$ cat config.mk
export PLATFORM = sky130hd
export DESIGN_NAME = imu_tilt_angle_fusion
export DESIGN_NICKNAME = d
export VERILOG_FILES = /design/src/hdl/imutaf_pkg.sv /design/src/hdl/imu_tilt_angle_fusion.sv
export SDC_FILE = /design/constraint.sdc
export NUM_CORES = 2
export LEC_CHECK = 0
export CAP_MARGIN = 10
export CORE_MARGIN = 2
export CORE_UTILIZATION = 35
export DETAILED_ROUTE_END_ITERATION = 6
export DONT_BUFFER_PORTS = 1
export GPL_TIMING_DRIVEN = 0
export PLACE_DENSITY = 0.49
export SLEW_MARGIN = 20
export SYNTH_ARGS = -nofsm -noshare
export SYNTH_HDL_FRONTEND = slang
export SYNTH_SLANG_ARGS = --single-unit
$ cat constraint.sdc
create_clock -name clk -period 31.7 [get_ports clk]
set_clock_uncertainty 0.1 [all_clocks]
set_input_delay 4.755 -clock clk [delete_from_list [all_inputs] [get_ports clk]]
set_output_delay 4.755 -clock clk [all_outputs]
set_load 0.03 [all_outputs]
$ cat src/hdl/imutaf_pkg.sv
`default_nettype none
package imutaf_pkg;

    localparam int ANGLE_ACC_BITS = 48;
    localparam int CORDIC_STEPS   = 16;
    localparam int NSTEP          = (CORDIC_STEPS < 24) ? CORDIC_STEPS : 24;

    localparam int FIELD_W    = 16;
    localparam int IN_TDATA_W = 8 * FIELD_W;
    localparam int OUT_TDATA_W = 216;
    localparam int CFG_IDX_W  = 3;

    localparam int CORD_W  = 28;
    localparam int ANG_W   = 26;
    localparam int DIV_W   = 46;
    localparam int REM_W   = 14;
    localparam int MUL_W   = 32;
    localparam int BLEND_W = 66;
    localparam int SUM_W   = ((ANGLE_ACC_BITS > DIV_W + 1) ? ANGLE_ACC_BITS : DIV_W + 1) + 1;
    localparam int CNT_W   = 6;

    localparam logic [REM_W-1:0] DEN_RATE  = 14'd16375;
    localparam logic [REM_W-1:0] DEN_TEMP  = 14'd340;
    localparam logic [REM_W-1:0] HALF_RATE = 14'd8187;
    localparam logic [REM_W-1:0] HALF_TEMP = 14'd170;

    localparam logic signed [16:0]      TEMP_BIAS = 17'sd12412;
    localparam logic signed [ANG_W-1:0] DEG_90    = 26'sd5898240;
    localparam logic signed [ANG_W-1:0] DEG_180   = 26'sd11796480;

    localparam logic [15:0] GYRO_WEIGHT_RST  = 16'd32113;
    localparam logic [15:0] ACCEL_WEIGHT_RST = 16'd655;

    typedef enum logic [CFG_IDX_W-1:0] {
        REG_GYRO_WEIGHT  = 3'd0,
        REG_ACCEL_WEIGHT = 3'd1,
        REG_OFFSET_X     = 3'd2,
        REG_OFFSET_Y     = 3'd3,
        REG_OFFSET_Z     = 3'd4
    } reg_idx_t;

    // Q16.16 degrees, atan(2^-i)
    function automatic logic [23:0] atan_q16(input logic [4:0] i);
        logic [23:0] v;
        case (i)
            5'd0:  v = 24'd2949120;
            5'd1:  v = 24'd1740967;
            5'd2:  v = 24'd919879;
            5'd3:  v = 24'd466945;
            5'd4:  v = 24'd234379;
            5'd5:  v = 24'd117304;
            5'd6:  v = 24'd58666;
            5'd7:  v = 24'd29335;
            5'd8:  v = 24'd14668;
            5'd9:  v = 24'd7334;
            5'd10: v = 24'd3667;
            5'd11: v = 24'd1833;
            5'd12: v = 24'd917;
            5'd13: v = 24'd458;
            5'd14: v = 24'd229;
            5'd15: v = 24'd115;
            5'd16: v = 24'd57;
            5'd17: v = 24'd29;
            5'd18: v = 24'd14;
            5'd19: v = 24'd7;
            5'd20: v = 24'd4;
            5'd21: v = 24'd2;
            5'd22: v = 24'd1;
            default: v = 24'd0;
        endcase
        return v;
    endfunction

endpackage
`default_nettype wire

$ cat src/hdl/imu_tilt_angle_fusion.sv
// channel | dir | signals                   | contents
// s       | in  | s_tvalid s_tready s_tdata | one raw IMU frame
// m       | out | m_tvalid m_tready m_tdata | angles, tilts, rates, temperature
// cfg     | in  | cfg_wr_en cfg_index ...   | weights and gyro offsets
// Each word is worked on by one shared bit-serial divider, a shift-add multiplier and one
// CORDIC stage, run in turn. s_tready is high only while no word is in work.
// A finished word waits in the output register; the next frame is taken meanwhile.
// rst_n clears control state, the gyro offsets and the gyro angle accumulators.
`default_nettype none
module imu_tilt_angle_fusion (
    input  wire logic                               clk,
    input  wire logic                               rst_n,
    input  wire logic                               s_tvalid,
    output logic                                    s_tready,
    // accel_x, accel_y, accel_z, temp_raw, rate_x, rate_y, rate_z, elapsed_ms
    input  wire logic [imutaf_pkg::IN_TDATA_W-1:0]  s_tdata,
    output logic                                    m_tvalid,
    input  wire logic                               m_tready,
    // angle_x, angle_y, angle_z, tilt_x, tilt_y, corrected_rate_x/y/z, temp_c, pad
    output logic [imutaf_pkg::OUT_TDATA_W-1:0]      m_tdata,
    input  wire logic                               cfg_wr_en,
    input  wire logic [imutaf_pkg::CFG_IDX_W-1:0]   cfg_index,
    input  wire logic [imutaf_pkg::FIELD_W-1:0]     cfg_wdata
);
    import imutaf_pkg::*;

    typedef enum logic [7:0] {
        ST_IDLE  = 8'b0000_0001,
        ST_CINIT = 8'b0000_0010,
        ST_CSTEP = 8'b0000_0100,
        ST_DIV   = 8'b0000_1000,
        ST_MUL   = 8'b0001_0000,
        ST_ACC   = 8'b0010_0000,
        ST_BLEND = 8'b0100_0000,
        ST_OUT   = 8'b1000_0000
    } state_t;

    localparam int ACC_W = ANGLE_ACC_BITS;
    localparam logic signed [ACC_W-1:0]   ACC_MAX = {1'b0, {(ACC_W-1){1'b1}}};
    localparam logic signed [ACC_W-1:0]   ACC_MIN = {1'b1, {(ACC_W-1){1'b0}}};
    localparam logic signed [BLEND_W-1:0] GLIM = {{(BLEND_W-47){1'b0}}, 1'b1, 46'd0};
    localparam logic signed [BLEND_W-1:0] I32_MAX = {{(BLEND_W-31){1'b0}}, {31{1'b1}}};
    localparam logic signed [BLEND_W-1:0] I32_MIN = {{(BLEND_W-31){1'b1}}, {31{1'b0}}};
    localparam logic signed [BLEND_W-1:0] RND_15 = {{(BLEND_W-15){1'b0}}, 1'b1, 14'd0};

    state_t state_reg, state_next;
    logic tsel_reg, tsel_next;
    logic [1:0] axis_reg, axis_next;
    logic [CNT_W-1:0] cnt_reg, cnt_next;
    logic div_temp_reg, div_temp_next;
    logic neg_reg, neg_next;
    logic zero_reg, zero_next;
    logic [15:0] w_gyro_reg, w_gyro_next, w_accel_reg, w_accel_next;
    logic signed [15:0] ofs_reg [3];
    logic signed [15:0] ofs_next [3];
    logic signed [ACC_W-1:0] gyro_reg [3];
    logic signed [ACC_W-1:0] gyro_next [3];
    logic m_tvalid_reg, m_tvalid_next;

    logic signed [15:0] ax_reg, ax_next, ay_reg, ay_next, az_reg, az_next;
    logic signed [15:0] traw_reg, traw_next;
    logic [15:0] ms_reg, ms_next;
    logic signed [16:0] crate_reg [3];
    logic signed [16:0] crate_next [3];
    logic signed [CORD_W-1:0] cx_reg, cx_next, cy_reg, cy_next;
    logic signed [ANG_W-1:0] cz_reg, cz_next;
    logic signed [24:0] tilt_reg [2];
    logic signed [24:0] tilt_next [2];
    logic [DIV_W-1:0] num_reg, num_next;
    logic [REM_W-1:0] rem_reg, rem_next;
    logic [MUL_W-1:0] mul_reg, mul_next;
    logic signed [16:0] temp_reg, temp_next;
    logic signed [BLEND_W-1:0] bacc_reg, bacc_next;
    logic signed [31:0] angle_reg [2];
    logic signed [31:0] angle_next [2];
    logic [OUT_TDATA_W-1:0] m_tdata_reg, m_tdata_next;

    logic signed [15:0] ca, cb;
    logic signed [16:0] cb_abs;
    logic signed [17:0] x0, y0;
    logic signed [CORD_W-1:0] xs, ys, dx, dy;
    logic [4:0] sh5;
    logic signed [ANG_W-1:0] atan_s, zc, zres;
    logic signed [16:0] tsum, tmag;
    logic [REM_W-1:0] den;
    logic [REM_W:0] trial;
    logic ge;
    logic signed [16:0] cr_sel, cr_mag;
    logic signed [DIV_W:0] dq, dsig;
    logic signed [SUM_W-1:0] asum, amax, amin;
    logic signed [BLEND_W-1:0] gext, gcl, text, term, bres, zext;
    logic [3:0] sh4;
    logic signed [31:0] angle_z;

    assign s_tready = (state_reg == ST_IDLE);
    assign m_tvalid = m_tvalid_reg;
    assign m_tdata  = m_tdata_reg;

    always_comb
    begin
        state_next    = state_reg;
        tsel_next     = tsel_reg;
        axis_next     = axis_reg;
        cnt_next      = cnt_reg;
        div_temp_next = div_temp_reg;
        neg_next      = neg_reg;
        zero_next     = zero_reg;
        w_gyro_next   = w_gyro_reg;
        w_accel_next  = w_accel_reg;
        ofs_next      = ofs_reg;
        gyro_next     = gyro_reg;
        m_tvalid_next = m_tvalid_reg & ~m_tready;
        ax_next       = ax_reg;
        ay_next       = ay_reg;
        az_next       = az_reg;
        traw_next     = traw_reg;
        ms_next       = ms_reg;
        crate_next    = crate_reg;
        cx_next       = cx_reg;
        cy_next       = cy_reg;
        cz_next       = cz_reg;
        tilt_next     = tilt_reg;
        num_next      = num_reg;
        rem_next      = rem_reg;
        mul_next      = mul_reg;
        temp_next     = temp_reg;
        bacc_next     = bacc_reg;
        angle_next    = angle_reg;
        m_tdata_next  = m_tdata_reg;

        // cordic operands
        ca     = tsel_reg ? ax_reg : ay_reg;
        cb     = tsel_reg ? ay_reg : ax_reg;
        cb_abs = cb[15] ? -{cb[15], cb} : {cb[15], cb};
        x0     = {{2{az_reg[15]}}, az_reg} + {cb_abs[16], cb_abs};
        y0     = {{2{ca[15]}}, ca};
        xs     = {{(CORD_W-26){x0[17]}}, x0, 8'd0};
        ys     = {{(CORD_W-26){y0[17]}}, y0, 8'd0};
        sh5    = cnt_reg[4:0];
        dx     = cy_reg >>> sh5;
        dy     = cx_reg >>> sh5;
        atan_s = signed'({{(ANG_W-24){1'b0}}, atan_q16(sh5)});
        zc     = (cz_reg > DEG_180) ? DEG_180 : ((cz_reg < -DEG_180) ? -DEG_180 : cz_reg);
        zres   = zero_reg ? '0 : zc;

        // temperature numerator
        tsum = {traw_reg[15], traw_reg} + TEMP_BIAS;
        tmag = tsum[16] ? -tsum : tsum;

        // shared divider
        den   = div_temp_reg ? DEN_TEMP : DEN_RATE;
        trial = {rem_reg, num_reg[DIV_W-1]};
        ge    = (trial >= {1'b0, den});

        cr_sel = crate_reg[axis_reg];
        cr_mag = cr_sel[16] ? -cr_sel : cr_sel;

        dq   = signed'({1'b0, num_reg});
        dsig = neg_reg ? -dq : dq;
        asum = {{(SUM_W-ACC_W){gyro_reg[axis_reg][ACC_W-1]}}, gyro_reg[axis_reg]}
             + {{(SUM_W-DIV_W-1){dsig[DIV_W]}}, dsig};
        amax = {{(SUM_W-ACC_W){1'b0}}, ACC_MAX};
        amin = {{(SUM_W-ACC_W){1'b1}}, ACC_MIN};

        gext = {{(BLEND_W-ACC_W){gyro_reg[axis_reg][ACC_W-1]}}, gyro_reg[axis_reg]};
        gcl  = (gext > GLIM) ? GLIM : ((gext < -GLIM) ? -GLIM : gext);
        text = {{(BLEND_W-25){tilt_reg[axis_reg[0]][24]}}, tilt_reg[axis_reg[0]]};
        sh4  = cnt_reg[3:0];
        term = (w_gyro_reg[sh4] ? (gcl <<< sh4) : '0)
             + (w_accel_reg[sh4] ? (text <<< sh4) : '0);
        bres = (bacc_reg + RND_15) >>> 15;

        zext    = {{(BLEND_W-ACC_W){gyro_reg[2][ACC_W-1]}}, gyro_reg[2]};
        angle_z = (zext > I32_MAX) ? 32'sh7fff_ffff :
                  ((zext < I32_MIN) ? 32'sh8000_0000 : zext[31:0]);

        if (cfg_wr_en)
        begin
            case (reg_idx_t'(cfg_index))
                REG_GYRO_WEIGHT:  w_gyro_next  = cfg_wdata;
                REG_ACCEL_WEIGHT: w_accel_next = cfg_wdata;
                REG_OFFSET_X:     ofs_next[0]  = signed'(cfg_wdata);
                REG_OFFSET_Y:     ofs_next[1]  = signed'(cfg_wdata);
                REG_OFFSET_Z:     ofs_next[2]  = signed'(cfg_wdata);
                default: ;
            endcase
        end

        case (state_reg)
            ST_IDLE:
            begin
                if (s_tvalid)
                begin
                    ax_next   = signed'(s_tdata[15:0]);
                    ay_next   = signed'(s_tdata[31:16]);
                    az_next   = signed'(s_tdata[47:32]);
                    traw_next = signed'(s_tdata[63:48]);
                    for (int k = 0; k < 3; k++)
                    begin
                        crate_next[k] = {s_tdata[16*k+79], s_tdata[16*k+64 +: 16]}
                                      - {ofs_reg[k][15], ofs_reg[k]};
                    end
                    ms_next    = s_tdata[127:112];
                    tsel_next  = 1'b0;
                    state_next = ST_CINIT;
                end
            end
            ST_CINIT:
            begin
                zero_next = (x0 == '0) && (y0 == '0);
                cnt_next  = '0;
                if (xs < 0)
                begin
                    if (ys >= 0)
                    begin
                        cx_next = ys;
                        cy_next = -xs;
                        cz_next = DEG_90;
                    end
                    else
                    begin
                        cx_next = -ys;
                        cy_next = xs;
                        cz_next = -DEG_90;
                    end
                end
                else
                begin
                    cx_next = xs;
                    cy_next = ys;
                    cz_next = '0;
                end
                state_next = ST_CSTEP;
            end
            ST_CSTEP:
            begin
                if (cnt_reg == CNT_W'(NSTEP))
                begin
                    tilt_next[tsel_reg] = tsel_reg ? 25'(-zres) : zres[24:0];
                    if (!tsel_reg)
                    begin
                        tsel_next  = 1'b1;
                        state_next = ST_CINIT;
                    end
                    else
                    begin
                        neg_next      = tsum[16];
                        num_next      = DIV_W'({tmag[15:0], 8'd0}) + DIV_W'(HALF_TEMP);
                        rem_next      = '0;
                        cnt_next      = '0;
                        div_temp_next = 1'b1;
                        state_next    = ST_DIV;
                    end
                end
                else
                begin
                    if (cy_reg > 0)
                    begin
                        cx_next = cx_reg + dx;
                        cy_next = cy_reg - dy;
                        cz_next = cz_reg + atan_s;
                    end
                    else
                    begin
                        cx_next = cx_reg - dx;
                        cy_next = cy_reg + dy;
                        cz_next = cz_reg - atan_s;
                    end
                    cnt_next = cnt_reg + 1'b1;
                end
            end
            ST_DIV:
            begin
                if (cnt_reg == CNT_W'(DIV_W))
                begin
                    if (div_temp_reg)
                    begin
                        temp_next  = neg_reg ? -signed'(num_reg[16:0]) : signed'(num_reg[16:0]);
                        axis_next  = 2'd0;
                        mul_next   = '0;
                        cnt_next   = '0;
                        state_next = ST_MUL;
                    end
                    else
                    begin
                        state_next = ST_ACC;
                    end
                end
                else
                begin
                    rem_next = ge ? REM_W'(trial - {1'b0, den}) : trial[REM_W-1:0];
                    num_next = {num_reg[DIV_W-2:0], ge};
                    cnt_next = cnt_reg + 1'b1;
                end
            end
            ST_MUL:
            begin
                if (cnt_reg == CNT_W'(16))
                begin
                    num_next      = {mul_reg, 14'd0} + DIV_W'(HALF_RATE);
                    rem_next      = '0;
                    neg_next      = cr_sel[16];
                    div_temp_next = 1'b0;
                    cnt_next      = '0;
                    state_next    = ST_DIV;
                end
                else
                begin
                    if (ms_reg[sh4])
                    begin
                        mul_next = mul_reg + ({16'd0, cr_mag[15:0]} << sh4);
                    end
                    cnt_next = cnt_reg + 1'b1;
                end
            end
            ST_ACC:
            begin
                if (asum > amax)
                begin
                    gyro_next[axis_reg] = ACC_MAX;
                end
                else if (asum < amin)
                begin
                    gyro_next[axis_reg] = ACC_MIN;
                end
                else
                begin
                    gyro_next[axis_reg] = asum[ACC_W-1:0];
                end
                cnt_next = '0;
                if (axis_reg == 2'd2)
                begin
                    axis_next  = 2'd0;
                    bacc_next  = '0;
                    state_next = ST_BLEND;
                end
                else
                begin
                    axis_next  = axis_reg + 1'b1;
                    mul_next   = '0;
                    state_next = ST_MUL;
                end
            end
            ST_BLEND:
            begin
                if (cnt_reg == CNT_W'(16))
                begin
                    angle_next[axis_reg[0]] = (bres > I32_MAX) ? 32'sh7fff_ffff :
                                              ((bres < I32_MIN) ? 32'sh8000_0000 : bres[31:0]);
                    cnt_next  = '0;
                    bacc_next = '0;
                    if (axis_reg[0])
                    begin
                        state_next = ST_OUT;
                    end
                    else
                    begin
                        axis_next = 2'd1;
                    end
                end
                else
                begin
                    bacc_next = bacc_reg + term;
                    cnt_next  = cnt_reg + 1'b1;
                end
            end
            ST_OUT:
            begin
                if (!m_tvalid_reg || m_tready)
                begin
                    m_tdata_next = {2'b00, temp_reg, crate_reg[2], crate_reg[1], crate_reg[0],
                                    tilt_reg[1], tilt_reg[0], angle_z,
                                    angle_reg[1], angle_reg[0]};
                    m_tvalid_next = 1'b1;
                    state_next    = ST_IDLE;
                end
            end
            default:
            begin
                state_next = ST_IDLE;
            end
        endcase
    end

    always_ff @(posedge clk or negedge rst_n)
    begin
        if (!rst_n)
        begin
            state_reg    <= ST_IDLE;
            tsel_reg     <= 1'b0;
            axis_reg     <= 2'd0;
            cnt_reg      <= '0;
            div_temp_reg <= 1'b0;
            neg_reg      <= 1'b0;
            zero_reg     <= 1'b0;
            w_gyro_reg   <= GYRO_WEIGHT_RST;
            w_accel_reg  <= ACCEL_WEIGHT_RST;
            m_tvalid_reg <= 1'b0;
            for (int k = 0; k < 3; k++)
            begin
                ofs_reg[k]  <= '0;
                gyro_reg[k] <= '0;
            end
        end
        else
        begin
            state_reg    <= state_next;
            tsel_reg     <= tsel_next;
            axis_reg     <= axis_next;
            cnt_reg      <= cnt_next;
            div_temp_reg <= div_temp_next;
            neg_reg      <= neg_next;
            zero_reg     <= zero_next;
            w_gyro_reg   <= w_gyro_next;
            w_accel_reg  <= w_accel_next;
            m_tvalid_reg <= m_tvalid_next;
            ofs_reg      <= ofs_next;
            gyro_reg     <= gyro_next;
        end
    end

    always_ff @(posedge clk)
    begin
        ax_reg      <= ax_next;
        ay_reg      <= ay_next;
        az_reg      <= az_next;
        traw_reg    <= traw_next;
        ms_reg      <= ms_next;
        crate_reg   <= crate_next;
        cx_reg      <= cx_next;
        cy_reg      <= cy_next;
        cz_reg      <= cz_next;
        tilt_reg    <= tilt_next;
        num_reg     <= num_next;
        rem_reg     <= rem_next;
        mul_reg     <= mul_next;
        temp_reg    <= temp_next;
        bacc_reg    <= bacc_next;
        angle_reg   <= angle_next;
        m_tdata_reg <= m_tdata_next;
    end

    a_accept_starts: assert property (@(posedge clk) disable iff (!rst_n)
        (s_tvalid && s_tready) |=> (state_reg == ST_CINIT))
        else $error("accepted word did not start cordic");

    a_div_count: assert property (@(posedge clk) disable iff (!rst_n)
        (state_reg == ST_DIV) |-> (cnt_reg <= CNT_W'(DIV_W)))
        else $error("divider count overrun");

    a_blend_axis: assert property (@(posedge clk) disable iff (!rst_n)
        (state_reg == ST_BLEND) |-> (axis_reg <= 2'd1 && cnt_reg <= CNT_W'(16)))
        else $error("blend axis or count out of range");

    a_out_load: assert property (@(posedge clk) disable iff (!rst_n)
        (state_reg == ST_OUT && (!m_tvalid || m_tready)) |=> (m_tvalid && s_tready))
        else $error("result not loaded");

endmodule
`default_nettype wire
## Word-level counts from Yosys, hierarchy flattened

Memory sizes are Yosys's and may differ from the RTL's.
Cells that the tools add are included.

- Memories: 1
- Input port bits: 152
- Memory bits (read-only): 704
- Output and inout port bits: 218
- Flip-flop bits (word level): 961
- Word-level logic and storage cells: 294

Memories:

| name | depth | width | rd ports | clocked after memory_dff | wr ports | line | text |
|---|---|---|---|---|---|---|---|
| (name not given) | 32 | 22 | 1 | 0 | 0 | imutaf_pkg.sv:45 | `case (i)` |

- Multiplexer cells: 116
- Bitwise logic cells: 11
- Eq/ne operators: 33
- $add $sub $neg: 29
- Shift operators: 5
- Order comparisons: 21
- Reductions and logical operators: 39

Operators with widths:

| kind | number |
|---|---|
| $mux 66 | 6 |
| $mux 144 | 2 |
| $mux 32 | 9 |
| $mux 28 | 8 |
| $mux 25 | 8 |
| $mux 46 | 4 |
| $bwmux 144 | 1 |
| $mux 48 | 3 |
| $and 141x141->141 | 1 |
| $not 141->141 | 1 |
| $or 141x141->141 | 1 |
| $pmux 46 s3 | 1 |
| $add 66x66->66 | 2 |
| $pmux 66 s2 | 1 |
| $sshl 66x4->66 | 2 |
| $pmux 28 s2 | 2 |
| $mux 26 | 4 |
| $bmux 48 s2 | 1 |
| $demux 48 s2 | 1 |
| $pmux 32 s3 | 1 |
| $mux 14 | 6 |
| $mux 17 | 4 |
| $add 66x16->66 const B | 1 |
| $bwmux 64 | 1 |
| 98 further kinds | 183 |

## Logic depth before layout (Yosys ltp)

- Depth after elaboration: 13
- Gate-level depth with buffers: 31
- Gate-level depth less buffers: 26

## Worst setup path after synthesis

OpenSTA, ideal clock, no wires.

- Path type: input -> register
- Start: input port m_tready
- End: register m_tdata_reg[0], in the netlist m_tdata[0] (enable)
- Data arrival time: 14268 ps
- Stages on the path: 2
- Path slack: 16519 ps
- Library setup time: 813 ps
- Buffers on the path: 0
- Required time: 30787 ps
- Cell sequence: nand2b_1 -> nor2b_1

- Word-level cells in the longest chain between the ends: 2

RTL lines:

| item | line | text |
|---|---|---|
| start: declaration | imu_tilt_angle_fusion.sv:18 | `input wire logic m_tready,` |
| $logic_or 1x1->1 | imu_tilt_angle_fusion.sv:369 | `if (!m_tvalid_reg \|\| m_tready)` |
| $reduce_and 2->1 (no line) | - |  |
| end signal: assignment | imu_tilt_angle_fusion.sv:440 | `m_tdata_reg <= m_tdata_next;` |
| end: declaration | imu_tilt_angle_fusion.sv:76 | `logic [OUT_TDATA_W-1:0] m_tdata_reg, m_tdata_next;` |

No other way between the ends.
A chain may end at the register's enable or synchronous reset.

## Worst setup path after layout

- Start: register axis_reg[1]
- End: register bacc_reg[64] (data pin)

- Word-level cells in the longest chain between the ends: 13
- Elaborated cells on any way between the ends: 14
- Classes of those cells: add/sub (2); order compare (2); shift (1); mux (8); bitwise (1)

RTL lines:

| item | line | text |
|---|---|---|
| start: declaration | imu_tilt_angle_fusion.sv:48 | `logic [1:0] axis_reg, axis_next;` |
| start signal: assignment | imu_tilt_angle_fusion.sv:409 | `axis_reg <= axis_next;` |
| $not 2->3 (implied by the code) * | imu_tilt_angle_fusion.sv:165 | `gext = {{(BLEND_W-ACC_W){gyro_reg[axis_reg][ACC_W-1]}}, gyro_reg[axis_reg]};` |
| $bmux 48 s2 * | imu_tilt_angle_fusion.sv:165 |  |
| $mux 48 (implied by the code) * (2 in series) | imu_tilt_angle_fusion.sv:165 |  |
| $lt 48x47->1 | imu_tilt_angle_fusion.sv:166 | `gcl = (gext > GLIM) ? GLIM : ((gext < -GLIM) ? -GLIM : gext);` |
| $mux 66 | imu_tilt_angle_fusion.sv:166 |  |
| $mux 66 * | imu_tilt_angle_fusion.sv:166 |  |
| $sshl 66x4->66 * | imu_tilt_angle_fusion.sv:169 | `term = (w_gyro_reg[sh4] ? (gcl <<< sh4) : '0)` |
| $mux 66 * | imu_tilt_angle_fusion.sv:169 |  |
| $add 66x66->66 * | imu_tilt_angle_fusion.sv:170 | `+ (w_accel_reg[sh4] ? (text <<< sh4) : '0);` |
| $add 66x66->66 * | imu_tilt_angle_fusion.sv:363 | `bacc_next = bacc_reg + term;` |
| $mux 66 * | imu_tilt_angle_fusion.sv:346 | `if (cnt_reg == CNT_W'(16))` |
| $pmux 66 s2 * | imu_tilt_angle_fusion.sv:189 | `case (state_reg)` |
| end signal: assignment | imu_tilt_angle_fusion.sv:438 | `bacc_reg <= bacc_next;` |
| end: declaration | imu_tilt_angle_fusion.sv:73 | `logic signed [BLEND_W-1:0] bacc_reg, bacc_next;` |

Every way passes the cells marked *; elsewhere a longest branch is shown, timed or not. The select of a mux whose other input is x is not followed.

==> flow_summary_export.csv <==
group,metric,value,unit
outcome,status,"finished clean",
sta,rsz0062_at_grt,"no",
power,max-vdd-ir-drop,0.0000816,V
floorplanning,die-area,0.194,mm²
detailed_routing,antenna_left,0,
setup_path,reg2reg_depth,30,
grt,grt_pass1_vias,53357,
clock_network,postCtsSetupBuffers,0,
detailed_routing,drt-wirelength-per-cell,27.4,µm
floorplanning,fp.dieH,441,µm
setup_path,r2r_end,"bacc_reg[64]$_SDFFCE_PN0P_",
final_layout,design_area,0.0748,mm²
setup_path,critPathLaunch,"axis_reg[1]$_DFFE_PN0P_",
clock_network,cts_sinks,961,
clock_network,cts_tree,"yes",
placement,gp_congestion,0.993,
final_layout,area_growth,11.9,%
power,power.total,0.00841,W
power,p_per_area,112,mW/mm²
clock_network,root_buffer,"clkbuf_16",
sta,drv_slew,0,
setup_path,cp_max_fo,10,
setup_path,worstReg2RegStart,"axis_reg[1]$_DFFE_PN0P_",
yosys,postSynth.asyncResetShare,0.255,
final_layout,final_util,0.394,
grt,grt_pass1_wl,374000,µm
setup_path,arrival,10.76,ns
yosys,syn_area_per_cell,10.0,µm²
power,p_leak,29.2,nW
min_path,hp-class,"register to register",
sta,fmax,0.0967,GHz
clock_network,numCtsBuffers,114,
setup_path,end_kind,"register",
floorplanning,ios,370,
final_layout,register_area,0.0277,mm²
setup_path,path_class,"register to register",
detailed_routing,vias_per_cell,5.80,
yosys,synth_edf_count,716,
placement,dp_cells,9245,
clock_network,cts_hold_buf,0,
sta,worst_pin_slew,1.26,ns
detailed_routing,routed_wirelength,260000,µm
setup_path,path_common_cell,"a21oi_1",
yosys,yosysSeqAreaShare,0.414,
final_layout,layout-drive-gt1-share,0.0926,
sta,setup_viol,0,
sta,slew_headroom,0.153,
clock_network,ctsResizeCount,0,
clock_network,clk_latency,0.82,ns
setup_path,crit_slowest_cell,"buf_1",
placement,hpwl,208000,µm
yosys,syn_area,0.0668,mm²
setup_path,max_stage_delay,0.87,ns
final_layout,fillers,18700,
sta,finalSetupTns,0,ns
sta,min_period,10.35,ns
yosys,synth_cell_types,105,
yosys,ys_ff_latch,961,
sta,period_share,0.326,
detailed_routing,drt_pre_antenna_iters,6,
yosys,synth_top_cell_by_area,"edfxtp_1",
detailed_routing,drc,0,
yosys,synth.area.top_cells,"edfxtp_1 (32%), dfrtp_1 (8.5%), ha_1 (6.0%)",
floorplanning,die_w,441,µm
yosys,synth.most_common_cell,"edfxtp_1",
yosys,synth_warnings,0,
clock_network,h-tree-depth,3,
setup_path,reg2reg_slack,21.35,ns
detailed_routing,first_iter_violations,5066,
final_layout,finalNetCount,7396,
min_path,holdCritStartpoint,"angle_reg[52]$_DFFE_PP_",
yosys,synth_cells,6682,
yosys,synthTopCellsByCount,"edfxtp_1 (716), nor2_1 (637), nand2_1 (603)",
setup_path,required,32.11,ns
grt,antenna_found_initial,12,
grt,grt_usage,0.262,
final_layout,multi_input_area,0.0369,mm²
final_layout,largest_reg_flops,214,
floorplanning,core_area,0.190,mm²
yosys,synth_top_area_share,0.322,
final_layout,final_cells,9471,
clock_network,cts_buffer_depth,3,
grt,grt_overflow_total,0,
floorplanning,initial_core_util,0.352,
floorplanning,placement_rows,160,
placement,port_buffers,0,
detailed_routing,vias,54914,
clock_network,clk_pin_slew_worst_paths,0.06,ns
min_path,hold_path_depth,0,
setup_path,endpoint,"bacc_reg[64]$_SDFFCE_PN0P_",
sta,finalHoldViolCount,0,
placement,dpl_cell_area,0.0708,mm²
setup_path,cp-start-kind,"register",
yosys,ys_dominant_reg_cell,"edfxtp_1",
grt,grt_max_degree,246,
flow_run,maxCapViolations,0,
==> logic make-up (layout without fill, tap and decap cells) <==
family | Yosys count | in the layout | synth area share
mux | 502 | 502 | 0.0996
flops | 961 | 961 | 0.414
other cells | 1 | 12 | 0.0000561
simple gates | 1984 | 1984 | 0.137
compound gates | 1752 | 1752 | 0.165
fa+ha+maj | 424 | 424 | 0.0868
xor+xnor | 461 | 461 | 0.0605
buf+inv | 597 | 864 | 0.0362
==> final cells by class <==
cell class                      count  area share
Antenna cell                        9    0.000301
Buffer                            332      0.0191
Clock buffer                      139      0.0399
Clock inverter                     78      0.0132
Inverter                          265      0.0134
Multi-Input combinational cell   5126       0.493
Sequential cell                   961       0.370
Tap cell                         2511      0.0420
Timing Repair Buffer               50     0.00960
==> layer usage <==
metal,vias up,global-route usage,part of all wire
li1,25036,-,-
met1,27314,0.340,0.42
met2,2088,0.436,0.47
met3,468,0.0313,0.055
met4,8,0.119,0.050
met5,-,0,0.00017
==> cell usage in the layout (no fill, tap or decap), drive strengths merged, types with 235 or more instances in the layout <==
master,n
ha,318
clkbuf,380
a21oi,368
inv,270
xnor2,268
nand2,603
nor2,638
edfxtp,716
mux2i,235
o21ai,541
==> per-stage QoR <==
step           hold WS [ns]  setup WS [ns]
5_1_grt               0.325          21.00
3_3_place_gp          0.301          10.90
4_1_cts               0.316          21.56
6_report              0.313          21.35
2_1_floorplan         0.300          16.52
3_5_place_dp          0.305          21.61
==> critical path, delay by kind of cell (launching register included) <==
kind	cells	cell delay [ns]
muxes	1	0.29
AOI/OAI and AO/OA	13	4.59
and+or+nand+nor	5	0.80
DFF	1	0.32
buffers and inverters	8	2.92
adders and majority gates	2	0.82
xor gates and xnor gates	1	0.17
==> worst min path at each step <==
stage / to / slack [ns]
after CTS: m_tdata[20]$_DFFE_PP_ / 0.32
after detailed placement: m_tdata[15]$_DFFE_PP_ / 0.30
final: m_tdata[20]$_DFFE_PP_ / 0.31
after floorplan: m_tdata[0]$_DFFE_PP_ / 0.30
after global routing: m_tdata[33]$_DFFE_PP_ / 0.32
after global placement: m_tdata[211]$_DFFE_PP_ / 0.30
==> power breakdown <==
group / leakage, nW / total [W] / internal, W / switching (W)
clock: 1.90 / 0.00140 / 0.000815 / 0.000588
sequential: 9.64 / 0.00167 / 0.00154 / 0.000130
combinational: 17.6 / 0.00533 / 0.00205 / 0.00328
total: 29.2 / 0.00841 / 0.00441 / 0.00399
Note: power is estimated with default switching activity, not from simulation.
